**config.mk**
```make
export PLATFORM = sky130hd
export DESIGN_NAME = overlapping_box_merge_unit
export DESIGN_NICKNAME = d
export VERILOG_FILES = /design/src/rtl/obm_pkg.sv /design/src/rtl/obm_cell.sv /design/src/rtl/obm_probe.sv /design/src/rtl/overlapping_box_merge_unit.sv
export SDC_FILE = /design/constraint.sdc
export NUM_CORES = 2
export LEC_CHECK = 0
export BUFFER_PORTS_ARGS = -buffer_cell sky130_fd_sc_hd__buf_2
export CAP_MARGIN = 30
export CORE_ASPECT_RATIO = 1.4
export CORE_MARGIN = 4
export CORE_UTILIZATION = 45
export DETAILED_ROUTE_END_ITERATION = 7
export MAX_ROUTING_LAYER = met4
export PLACE_DENSITY = 0.67
export RECOVER_POWER = 100
export SLEW_MARGIN = 20
export SYNTH_ARGS = -nofsm -noshare
export SYNTH_HDL_FRONTEND = slang
export SYNTH_SLANG_ARGS = --single-unit
```
**constraint.sdc**
```tcl
create_clock -name clock -period 46 [get_ports clock]
set_input_delay 4.6 -clock clock [delete_from_list [all_inputs] [get_ports clock]]
set_output_delay 4.6 -clock clock [all_outputs]
set_load 0.05 [all_outputs]
```
**src/rtl/obm_pkg.sv**
```systemverilog
// ---------------------------------------------------------------------------
// obm_pkg
// Shared types, sizes and box arithmetic for the overlapping box merge unit.
// ---------------------------------------------------------------------------
package obm_pkg;

   // table and coordinate sizes
   localparam int TABLE_DEPTH = 16;
   localparam int COORD_BITS  = 12;
   localparam int SIZE_BITS   = COORD_BITS + 1;
   localparam int END_BITS    = SIZE_BITS + 1;
   localparam int AREA_BITS   = 2 * SIZE_BITS;
   localparam int CMP_BITS    = AREA_BITS + 3;
   localparam int STEP_BITS   = $clog2(TABLE_DEPTH + 1);

   // stream payload layout
   localparam int DATA_BITS   = 2 * COORD_BITS + 2 * SIZE_BITS;
   localparam int TDATA_BITS  = ((DATA_BITS + 7) / 8) * 8;
   localparam int TUSER_BITS  = 2;

   localparam logic [SIZE_BITS-1:0] SIZE_MAX = SIZE_BITS'(1) << COORD_BITS;

   typedef struct packed {
      logic [SIZE_BITS-1:0]  h;
      logic [SIZE_BITS-1:0]  w;
      logic [COORD_BITS-1:0] y;
      logic [COORD_BITS-1:0] x;
   } box_type;

   typedef struct packed {
      logic    valid;
      box_type box;
   } entry_type;

   // control from the sequencer to the compare unit
   typedef struct packed {
      logic shift;
      logic check;
      logic clear;
      logic placed;
   } probe_ctrl_type;

   typedef enum logic [1:0] {
      ST_IDLE,
      ST_MERGE,
      ST_READ
   } state_type;

   // clamp a size to the largest legal size
   function automatic logic [SIZE_BITS-1:0] sat_size(logic [END_BITS-1:0] v);
      logic [SIZE_BITS-1:0] r;
      if (v > END_BITS'(SIZE_MAX)) begin
         r = SIZE_MAX;
      end else begin
         r = v[SIZE_BITS-1:0];
      end
      return r;
   endfunction

   // bounding union, an empty box gives way to the other one
   function automatic box_type box_union(box_type a, box_type b);
      logic [END_BITS-1:0]   ax2;
      logic [END_BITS-1:0]   bx2;
      logic [END_BITS-1:0]   ay2;
      logic [END_BITS-1:0]   by2;
      logic [END_BITS-1:0]   x2;
      logic [END_BITS-1:0]   y2;
      logic [COORD_BITS-1:0] rx;
      logic [COORD_BITS-1:0] ry;
      box_type               r;
      ax2 = END_BITS'(a.x) + END_BITS'(a.w);
      bx2 = END_BITS'(b.x) + END_BITS'(b.w);
      ay2 = END_BITS'(a.y) + END_BITS'(a.h);
      by2 = END_BITS'(b.y) + END_BITS'(b.h);
      rx  = (a.x < b.x) ? a.x : b.x;
      ry  = (a.y < b.y) ? a.y : b.y;
      x2  = (ax2 > bx2) ? ax2 : bx2;
      y2  = (ay2 > by2) ? ay2 : by2;
      r.x = rx;
      r.y = ry;
      r.w = sat_size(x2 - END_BITS'(rx));
      r.h = sat_size(y2 - END_BITS'(ry));
      if (a.w == '0 || a.h == '0) begin
         r = b;
      end else if (b.w == '0 || b.h == '0) begin
         r = a;
      end
      return r;
   endfunction

   // overlap length of two spans on one axis
   function automatic logic [SIZE_BITS-1:0] span_overlap(logic [COORD_BITS-1:0] a0,
                                                        logic [SIZE_BITS-1:0]  al,
                                                        logic [COORD_BITS-1:0] b0,
                                                        logic [SIZE_BITS-1:0]  bl);
      logic [END_BITS-1:0]   a1;
      logic [END_BITS-1:0]   b1;
      logic [END_BITS-1:0]   hi;
      logic [END_BITS-1:0]   lo;
      logic [SIZE_BITS-1:0]  r;
      a1 = END_BITS'(a0) + END_BITS'(al);
      b1 = END_BITS'(b0) + END_BITS'(bl);
      lo = (a0 > b0) ? END_BITS'(a0) : END_BITS'(b0);
      hi = (a1 < b1) ? a1 : b1;
      if (hi > lo) begin
         r = SIZE_BITS'(hi - lo);
      end else begin
         r = '0;
      end
      return r;
   endfunction

endpackage

```
**src/rtl/obm_cell.sv**
```systemverilog
// ---------------------------------------------------------------------------
// obm_cell
// One slot of the box ring: holds a box and its valid bit and takes its
// neighbor's entry whenever the ring shifts.
// ---------------------------------------------------------------------------
module obm_cell (
   input  logic               clock,
   input  logic               reset,
   input  logic               shift,
   input  obm_pkg::entry_type d,
   output obm_pkg::entry_type q
);

   logic             valid_ff;
   logic             valid_in;
   obm_pkg::box_type box_ff;
   obm_pkg::box_type box_in;

   // hold or take the neighbor
   always_comb begin
      valid_in = shift ? d.valid : valid_ff;
      box_in   = shift ? d.box : box_ff;
   end

   // valid bit is control state
   always_ff @(posedge clock) begin
      if (reset) begin
         valid_ff <= 1'b0;
      end else begin
         valid_ff <= valid_in;
      end
   end

   // box payload
   always_ff @(posedge clock) begin
      box_ff <= box_in;
   end

   assign q.valid = valid_ff;
   assign q.box   = box_ff;

endmodule

```
**src/rtl/obm_probe.sv**
```systemverilog
// ---------------------------------------------------------------------------
// obm_probe
// Compare slot of the ring: takes the head entry, works out overlap and area
// against the query box, then decides the entry written back to the tail.
// ---------------------------------------------------------------------------
module obm_probe (
   input  logic                            clock,
   input  logic                            reset,
   input  obm_pkg::probe_ctrl_type         ctrl,
   input  obm_pkg::box_type                query,
   input  logic [obm_pkg::AREA_BITS-1:0]   query_area,
   input  obm_pkg::entry_type              head,
   output obm_pkg::entry_type              slot,
   output obm_pkg::entry_type              wb,
   output logic                            place
);

   logic                          slot_valid_ff;
   logic                          slot_valid_in;
   obm_pkg::box_type              slot_box_ff;
   obm_pkg::box_type              union_ff;
   logic [obm_pkg::AREA_BITS-1:0] area_ff;
   logic [obm_pkg::SIZE_BITS-1:0] ov_w_ff;
   logic [obm_pkg::SIZE_BITS-1:0] ov_h_ff;

   logic [obm_pkg::AREA_BITS-1:0] ov_area;
   logic [obm_pkg::CMP_BITS-1:0]  ov5;
   logic [obm_pkg::CMP_BITS-1:0]  in4;
   logic [obm_pkg::CMP_BITS-1:0]  st4;
   logic                          match;

   assign slot_valid_in = ctrl.shift ? head.valid : slot_valid_ff;

   always_ff @(posedge clock) begin
      if (reset) begin
         slot_valid_ff <= 1'b0;
      end else begin
         slot_valid_ff <= slot_valid_in;
      end
   end

   // first stage: overlap spans, stored area and union from the head entry
   always_ff @(posedge clock) begin
      if (ctrl.shift) begin
         slot_box_ff <= head.box;
         area_ff     <= head.box.w * head.box.h;
         ov_w_ff     <= obm_pkg::span_overlap(query.x, query.w, head.box.x, head.box.w);
         ov_h_ff     <= obm_pkg::span_overlap(query.y, query.h, head.box.y, head.box.h);
         union_ff    <= obm_pkg::box_union(query, head.box);
      end
   end

   // second stage: 5 * overlap against 4 * either area
   always_comb begin
      ov_area = ov_w_ff * ov_h_ff;
      ov5     = (obm_pkg::CMP_BITS'(ov_area) << 2) + obm_pkg::CMP_BITS'(ov_area);
      in4     = obm_pkg::CMP_BITS'(query_area) << 2;
      st4     = obm_pkg::CMP_BITS'(area_ff) << 2;
      match   = slot_valid_ff && (ov5 > in4 || ov5 > st4);
   end

   // write-back: merge, append at the first free slot, clear, or pass on
   always_comb begin
      place    = ctrl.check && !ctrl.placed && (match || !slot_valid_ff);
      wb.valid = slot_valid_ff;
      wb.box   = slot_box_ff;
      if (ctrl.clear) begin
         wb.valid = 1'b0;
      end else if (place) begin
         wb.valid = 1'b1;
         wb.box   = slot_valid_ff ? union_ff : query;
      end
   end

   assign slot.valid = slot_valid_ff;
   assign slot.box   = slot_box_ff;

endmodule

```
**src/rtl/overlapping_box_merge_unit.sv**
```systemverilog
// ---------------------------------------------------------------------------
// overlapping_box_merge_unit
// Merges overlapping boxes of a frame in a ring of table cells and reads
// the merged boxes out at the end of the frame.
// ---------------------------------------------------------------------------
// Usage:
//   req channel carries one box per request; req_tlast marks the last box
//   of a frame. rsp channel carries the merged boxes of the frame in table
//   order, one request each, rsp_tlast on the last one.
//   Each box is held as the query while the table travels once around a
//   ring of TABLE_DEPTH cells plus one compare slot; the next request is
//   taken only after that lap is complete. On the last box of a frame a
//   second lap sends one rsp request per stored box, and the next box is
//   taken only after that lap too. While a rsp request is pending at a
//   stalled receiver and another stored box waits to be sent, that lap
//   holds. One output register holds the last rsp request while a new
//   request is already taken.
//   Reset empties the table and clears the overflow flag; no rsp request
//   is pending after reset.
// ---------------------------------------------------------------------------
module overlapping_box_merge_unit (
   input  logic                                 clock,
   input  logic                                 reset,
   // box_x, box_y, box_width, box_height
   input  logic [obm_pkg::TDATA_BITS-1:0]       req_tdata,
   input  logic                                 req_tlast,
   input  logic                                 req_tvalid,
   output logic                                 req_tready,
   // merged_x, merged_y, merged_width, merged_height
   output logic [obm_pkg::TDATA_BITS-1:0]       rsp_tdata,
   // entry_valid, table_overflowed
   output logic [obm_pkg::TUSER_BITS-1:0]       rsp_tuser,
   output logic                                 rsp_tlast,
   output logic                                 rsp_tvalid,
   input  logic                                 rsp_tready
);

   localparam int XL = 0;
   localparam int YL = obm_pkg::COORD_BITS;
   localparam int WL = 2 * obm_pkg::COORD_BITS;
   localparam int HL = 2 * obm_pkg::COORD_BITS + obm_pkg::SIZE_BITS;

   obm_pkg::state_type            state_ff;
   obm_pkg::state_type            state_in;
   logic [obm_pkg::STEP_BITS-1:0] step_ff;
   logic [obm_pkg::STEP_BITS-1:0] step_in;
   logic                          placed_ff;
   logic                          placed_in;
   logic                          overflow_ff;
   logic                          overflow_in;
   logic                          frame_end_ff;
   logic                          frame_end_in;
   obm_pkg::box_type              query_ff;
   obm_pkg::box_type              query_in;
   logic [obm_pkg::AREA_BITS-1:0] area_ff;
   logic [obm_pkg::AREA_BITS-1:0] area_in;
   logic                          out_valid_ff;
   logic                          out_valid_in;
   obm_pkg::box_type              out_box_ff;
   obm_pkg::box_type              out_box_in;
   logic                          out_ovf_ff;
   logic                          out_ovf_in;
   logic                          out_last_ff;
   logic                          out_last_in;

   obm_pkg::entry_type            cell_q [obm_pkg::TABLE_DEPTH];
   obm_pkg::entry_type            slot;
   obm_pkg::entry_type            wb;
   logic                          place;
   obm_pkg::probe_ctrl_type       ctrl;
   logic                          req_take;
   logic                          emit;
   logic                          last_step;
   obm_pkg::box_type              req_box;

   // unpack the request and clamp sizes
   always_comb begin
      req_box.x = req_tdata[YL-1:XL];
      req_box.y = req_tdata[WL-1:YL];
      req_box.w = obm_pkg::sat_size(obm_pkg::END_BITS'(req_tdata[HL-1:WL]));
      req_box.h = obm_pkg::sat_size(
                     obm_pkg::END_BITS'(req_tdata[obm_pkg::DATA_BITS-1:HL]));
   end

   // ring of table cells, the compare slot sits between cell 0 and the tail
   for (genvar i = 0; i < obm_pkg::TABLE_DEPTH; i++) begin : g_ring
      obm_pkg::entry_type cell_d;
      if (i == obm_pkg::TABLE_DEPTH - 1) begin : g_tail
         assign cell_d = wb;
      end else begin : g_body
         assign cell_d = cell_q[i+1];
      end
      obm_cell u_cell (
         .clock (clock),
         .reset (reset),
         .shift (ctrl.shift),
         .d     (cell_d),
         .q     (cell_q[i])
      );
   end

   obm_probe u_probe (
      .clock      (clock),
      .reset      (reset),
      .ctrl       (ctrl),
      .query      (query_ff),
      .query_area (area_ff),
      .head       (cell_q[0]),
      .slot       (slot),
      .wb         (wb),
      .place      (place)
   );

   // state register
   always_ff @(posedge clock) begin
      if (reset) begin
         state_ff <= obm_pkg::ST_IDLE;
      end else begin
         state_ff <= state_in;
      end
   end

   // sequencer: next state, ring control and rsp request loading
   always_comb begin
      state_in     = state_ff;
      step_in      = step_ff;
      placed_in    = placed_ff;
      overflow_in  = overflow_ff;
      frame_end_in = frame_end_ff;
      query_in     = query_ff;
      area_in      = area_ff;
      out_box_in   = out_box_ff;
      out_ovf_in   = out_ovf_ff;
      out_last_in  = out_last_ff;
      out_valid_in = out_valid_ff && !rsp_tready;
      req_tready   = 1'b0;
      req_take     = 1'b0;
      emit         = 1'b0;
      last_step    = (step_ff == obm_pkg::STEP_BITS'(obm_pkg::TABLE_DEPTH));
      ctrl.shift   = 1'b0;
      ctrl.check   = 1'b0;
      ctrl.clear   = 1'b0;
      ctrl.placed  = placed_ff;
      case (state_ff)
         obm_pkg::ST_IDLE: begin
            req_tready = 1'b1;
            req_take   = req_tvalid;
            if (req_take) begin
               query_in     = req_box;
               area_in      = req_box.w * req_box.h;
               frame_end_in = req_tlast;
               placed_in    = 1'b0;
               step_in      = '0;
               state_in     = obm_pkg::ST_MERGE;
            end
         end
         obm_pkg::ST_MERGE: begin
            ctrl.shift = 1'b1;
            ctrl.check = (step_ff != '0);
            placed_in  = placed_ff || place;
            step_in    = step_ff + 1'b1;
            if (last_step) begin
               step_in     = '0;
               overflow_in = overflow_ff || !(placed_ff || place);
               state_in    = frame_end_ff ? obm_pkg::ST_READ : obm_pkg::ST_IDLE;
            end
         end
         obm_pkg::ST_READ: begin
            ctrl.clear = 1'b1;
            emit       = (step_ff != '0) && slot.valid;
            ctrl.shift = !(emit && out_valid_ff && !rsp_tready);
            if (ctrl.shift) begin
               step_in = step_ff + 1'b1;
               if (emit) begin
                  out_valid_in = 1'b1;
                  out_box_in   = slot.box;
                  out_ovf_in   = overflow_ff;
                  out_last_in  = !cell_q[0].valid;
               end
               if (last_step) begin
                  step_in     = '0;
                  overflow_in = 1'b0;
                  state_in    = obm_pkg::ST_IDLE;
               end
            end
         end
         default: begin
            state_in = obm_pkg::ST_IDLE;
         end
      endcase
   end

   // control registers
   always_ff @(posedge clock) begin
      if (reset) begin
         step_ff      <= '0;
         placed_ff    <= 1'b0;
         overflow_ff  <= 1'b0;
         out_valid_ff <= 1'b0;
      end else begin
         step_ff      <= step_in;
         placed_ff    <= placed_in;
         overflow_ff  <= overflow_in;
         out_valid_ff <= out_valid_in;
      end
   end

   // payload registers
   always_ff @(posedge clock) begin
      frame_end_ff <= frame_end_in;
      query_ff     <= query_in;
      area_ff      <= area_in;
      out_box_ff   <= out_box_in;
      out_ovf_ff   <= out_ovf_in;
      out_last_ff  <= out_last_in;
   end

   // rsp channel
   assign rsp_tvalid = out_valid_ff;
   assign rsp_tdata  = obm_pkg::TDATA_BITS'({out_box_ff.h, out_box_ff.w,
                                             out_box_ff.y, out_box_ff.x});
   assign rsp_tuser  = {out_ovf_ff, 1'b1};
   assign rsp_tlast  = out_last_ff;

endmodule

```
# Word level (Yosys, flattened, before mapping)
# Index checks and enable logic that the tools add are counted.
# totals
latch_bits	0
ramBits	0
output_inout_bits	61
memories	0
reg_bits	1108
romBits	0
in_bits	61
wordCells	221
# classes
n_shift	0
n_mul	3
n_eq_ne	7
div_mod_pow	0
bitwise_logic	1
magnitude_cmp	16
addsub	10
muxes	41
n_reduce_logical	34
# op_table
operator	count
50-bit two-way mux	4
13-bit by 13-bit multiplier with 26-bit output	3
29-bit by 28-bit greater-than comparator with 1-bit output	2
12-bit by 13-bit adder with 14-bit output	4
14-bit two-way mux	4
13-bit zero test	4
13-bit two-way mux	4
51-bit two-way mux	1
12-bit two-way mux	4
28-bit by 26-bit adder with 29-bit output	1
14-bit by 12-bit greater-than comparator with 1-bit output	2
14-bit by 13-bit greater-than comparator with 1-bit output, second input constant	2
14-bit greater-than comparator	2
14-bit < comparator	2
14-bit by 12-bit subtractor with 14-bit output	2
13-bit greater-than comparator, second input constant	2
13-bit subtractor	2
12-bit greater-than comparator	2
12-bit < comparator	2
5-bit two-way mux	3
5-bit case mux with 3 select lines	1
1-bit two-way mux	11
2-bit two-way mux	5
2-bit != test, second input constant	4
17 further kinds	39

# Longest topological paths before layout
# logic_depth
ltp_word	12
mapped_depth	41

# Modules after synthesis
# Synthesis repeated with hierarchy kept, for this count alone.
# hier_totals
cells_unflattened	4799
hier_area_um2	62266.0
# modules_own_cells
module	area_each_um2	cells_each	seq_area_each_um2	n_inst
obm_probe	27221.1	2993	4584.4	1
obm_cell	1542.7	54	1521.5	16
overlapping_box_merge_unit	10361.2	942	4073.9	1

# Worst setup path after synthesis
# OpenSTA, ideal clock, no wires.
# synth_path
kind	input to register
startpoint	input port rsp_tready
endpoint	register u_probe.slot_valid_ff
n_path_buf	2
path_slack_ns	12.284
t_required_ns	44.486
path_stages	5
arrival_time_ns	32.203
path_cell_list	nor2b_1 a41oi_1 buf_1 buf_1 a221oi_1
# synth_via
elab_chain_len	4
# synth_lines
element	line_no	source
start: declaration	overlapping_box_merge_unit.sv:35	input logic rsp_tready
1-bit zero test	overlapping_box_merge_unit.sv:171	ctrl.shift = !(emit && out_valid_ff && !rsp_tready);
1-bit logical AND	overlapping_box_merge_unit.sv:171	
1-bit zero test	overlapping_box_merge_unit.sv:171	
1-bit case mux with 2 select lines	overlapping_box_merge_unit.sv:144	case (state_ff)
net g_ring[0].u_cell.shift	obm_cell.sv:9	input logic shift,
end signal: assignment	obm_probe.sv:38	slot_valid_ff <= slot_valid_in;
end: declaration	obm_probe.sv:18	logic slot_valid_ff;
# The timed path passes the listed nets, and every way through them passes these cells.
# A chain may end at the register's enable or synchronous reset.

# Worst setup path in the final report
# layout_path
startpoint	input port rsp_tready
endpoint	register g_ring[1].u_cell.box_ff (netlist bit g_ring[1].u_cell.q[28]) (enable)
# layout_via
elab_chain_len	4
# layout_lines
element	line_no	source
1-bit zero test	overlapping_box_merge_unit.sv:171	
1-bit logical AND	overlapping_box_merge_unit.sv:171	
1-bit zero test	overlapping_box_merge_unit.sv:171	
1-bit case mux with 2 select lines	overlapping_box_merge_unit.sv:144	
end signal: assignment	obm_cell.sv:36	box_ff <= box_in;
end: declaration	obm_cell.sv:16	obm_pkg::box_type box_ff;
# Every way passes these cells.

==> results.tsv <==
stage	metric	value	unit
sta	Final setup violation count	0	
sta	final worst path period need	24890	ps
hold_path	worst hold-check path type	reg2reg	
floorplan	die area	0.1420	mm²
sta	final number of hold-violating endpoints	0	
cts	Hold-fix buffers, CTS	0	
logic_synthesis	share of flip-flops with an asynchronous set or reset after synthesis	0	
global_route	fraction of met3 tracks used by global routing	0.02353	
worst_setup_path	largest driver fanout on the critical path	199	
detailed_routing	vias after detailed routing	35360	
logic_synthesis	dominant cell type by area after synthesis	edfxtp_1	
global_route	number of antenna violations at the first check in global routing	5	
sta	crit share post-route	0.5411	
cts	cts repair resizes	0	
detailed_routing	# DRC	0	
logic_synthesis	FF+latch count, synth	1108	
worst_setup_path	number of cell instances on the worst register-to-register path	9	
run	MaxCap Viol Count	18	
placement	number of buffers added on ports	108	
cts	later-pin clock latency in the skew report	720	ps
cts	buffer type at the clock tree root	clkbuf_16	
logic_synthesis	register area share after synthesis	0.5396	
sta	post-route setup TNS	0	ps
global_route	global-route wire length before repair	209700	µm
placement	placer congestion estimate	0.9339	
sta	Layout Skew	34.07	ps
finish	layout-stage area growth over the synthesis result	8.748	%
global_route	pin count of the biggest net entering global routing	200	
cts	H-tree depth	3	
worst_setup_path	Worst EP arrival	25140	ps
sta	worst slew slack as a fraction of its limit	-5.653	
logic_synthesis	mean instance size in the synthesized netlist	13.19	µm²
cts	clk slew on worst S/H paths	60	ps
global_route	total grt overflow	0	
worst_setup_path	required time of the critical path	46250	ps
logic_synthesis	Post-synth top cells	1081 x edfxtp_1, 592 x inv_1, 443 x ha_1	
sta	setup repair after global routing missed its margin	no	
sta	max-slew violations	1255	
logic_synthesis	Post-Syn Instances	4636	
worst_setup_path	R2R Path End	g_ring[1].u_cell.q[28]	
floorplan	horizontal extent of the die	319.6	µm
worst_setup_path	timing endpoint of the critical path	g_ring[1].u_cell.q[28]	
worst_setup_path	Critical R2R Launch	state_ff[0]	
global_route	busiest grt layer	met2	
floorplan	y dimension of the die	444.2	µm
sta	Final Hold Slack	410.5	ps
logic_synthesis	most area-consuming cells after synthesis	edfxtp_1 53%, fa_1 12%, ha_1 9.1%, inv_1 3.6%, nand2_1 2.4%	
cts	Post-CTS Setup Repair Bufs	0	
detailed_routing	drt wl/cell	20.34	µm
global_route	global-route track usage on met2	0.3341	
global_route	number of global-route vias before repair	36860	
logic_synthesis	number of distinct library cell variants in the gate-level netlist after synthesis	83	
detailed_routing	post-route antenna net violation count	0	
sta	Worst-Margin Slew	9979	ps
logic_synthesis	number of enable flip-flop cells after synthesis	1081	
floorplan	core outline area	0.1347	mm²
floorplan	initial cell density of the core	0.4541	
cts	cts bufs inserted	96	
finish	final net count	5649	
worst_setup_path	CP Launch Type	primary input	
cts	number of clock sinks	1108	
finish	fraction of layout cells with a size suffix above 1	0.06001	
detailed_routing	DRC violation total after the first TritonRoute iteration	2364	
worst_setup_path	slack of the worst reg-to-reg path	24200	ps
worst_setup_path	sort of element at the end of the critical path	flip-flop	
placement	DP Wirelength	97710	µm
floorplan	count of boundary I/O pins	122	
logic_synthesis	cell area after technology mapping	0.06116	mm²
detailed_routing	total wire length	134800	µm
outcome	violated checks	capacitance limit, slew limit	
global_route	global-route total usage across every layer	0.1966	
detailed_routing	Vias per Instance	5.337	
sta	Max Clk Rate	40.18	MHz
logic_synthesis	most used standard cell by instance count after synthesis	edfxtp_1	
global_route	met1 usage	0.2377	
cts	maximum clock insertion buffer count	3	
logic_synthesis	Yosys warning total	0	
logic_synthesis	top cell type's share of synthesized area	0.5308	
logic_synthesis	commonest register cell after synthesis	edfxtp_1	
outcome	outcome	finished, violations left	
worst_setup_path	worst setup path startpoint	rsp_tready	
floorplan	number of cell rows	159	
cts	CTS tree	done	
detailed_routing	Pre-Repair DR Iteration Count	5	
worst_setup_path	critical path class	in2reg	
==> cell type report <==
type                            instances  area (µm²)
Fill cell                           11650       68170
Sequential cell                      1108       33000
Multi-Input combinational cell       2801       25160
Clock buffer                          116        2499
Inverter                              606        2275
Tap cell                             1771        2216
Timing Repair Buffer                  160       686.9
Clock inverter                         58       661.9
Antenna cell                            5       12.51
==> critical path, stage by stage <==
cell and delay [ps]:
buf_2 80, nor2b_1 100, a41oi_4 220, clkbuf_1 2240
clkbuf_1 6960, clkbuf_1 6570, clkbuf_1 1390, clkbuf_1 2270
==> logic make-up (layout without fill, tap and decap cells) <==
kind of cell / count (synthesis) / in the layout / share of synthesized area
buffers and inverters: 732 / 940 / 0.04687
AOI/OAI and AO/OA: 589 / 589 / 0.06197
adders and majority gates: 815 / 815 / 0.2124
xor gates and xnor gates: 165 / 165 / 0.02363
and+or+nand+nor: 1045 / 1045 / 0.08056
DFF: 1108 / 1108 / 0.5396
other: 2 / 12 / 0.0001228
muxes: 180 / 180 / 0.03484
==> sequential cells by signal (all words and copies together), names as in the netlist, 16 cells and up <==
signal / count
area_ff: 26
g_ring.u_cell.q: 800
g_ring.u_cell.valid_ff: 16
query_ff: 50
rsp_tdata: 50
u_probe.area_ff: 26
u_probe.slot: 50
u_probe.union_ff: 50
==> worst min-delay path by stage <==
stage | to | from | slack [ps] | cells after the start
after detailed placement | g_ring[10].u_cell.q[13] | g_ring[11].u_cell.q[13] | 400 | 0
after floorplan | g_ring[0].u_cell.q[0] | g_ring[1].u_cell.q[0] | 400 | 0
final | g_ring[8].u_cell.q[41] | g_ring[9].u_cell.q[41] | 410 | 0
after global routing | g_ring[11].u_cell.q[29] | g_ring[12].u_cell.q[29] | 420 | 0
after CTS | g_ring[12].u_cell.q[36] | g_ring[13].u_cell.q[36] | 410 | 0
after global placement | g_ring[4].u_cell.q[19] | g_ring[5].u_cell.q[19] | 400 | 0
==> cell usage in the layout, fill, tap and decap left out, types with 97 or more instances in the layout <==
master and n:
a21oi_1 167, and2_1 164, clkbuf_1 124, clkbuf_16 97
edfxtp_1 1081, fa_1 372, ha_1 443, inv_1 593
nand2_1 396, nor2_1 218, o21ai_0 134, xnor2_1 125
==> metrics by stage <==
step	util	cell area, µm²	setup WS (ps)	cells
3_3_place_gp	0.4737	63800	34540	6443
3_5_place_dp	0.4741	63860	34550	6445
5_1_grt	0.4938	66500	19070	6622
2_1_floorplan	-	61180	12280	4641
4_1_cts	0.4976	67020	34470	6619
6_report	0.4938	66510	21110	6625
==> metal layers <==
layer  wire length [µm]  up-vias
met1              54590    17860
met5                  0        -
met4               6196        0
li1                   -    16360
met3               5667      297
met2              68300      843
Power is left out: the tool's default activity adds up to more than one toggle a clock period on the data nets, which glitch-free logic cannot reach.
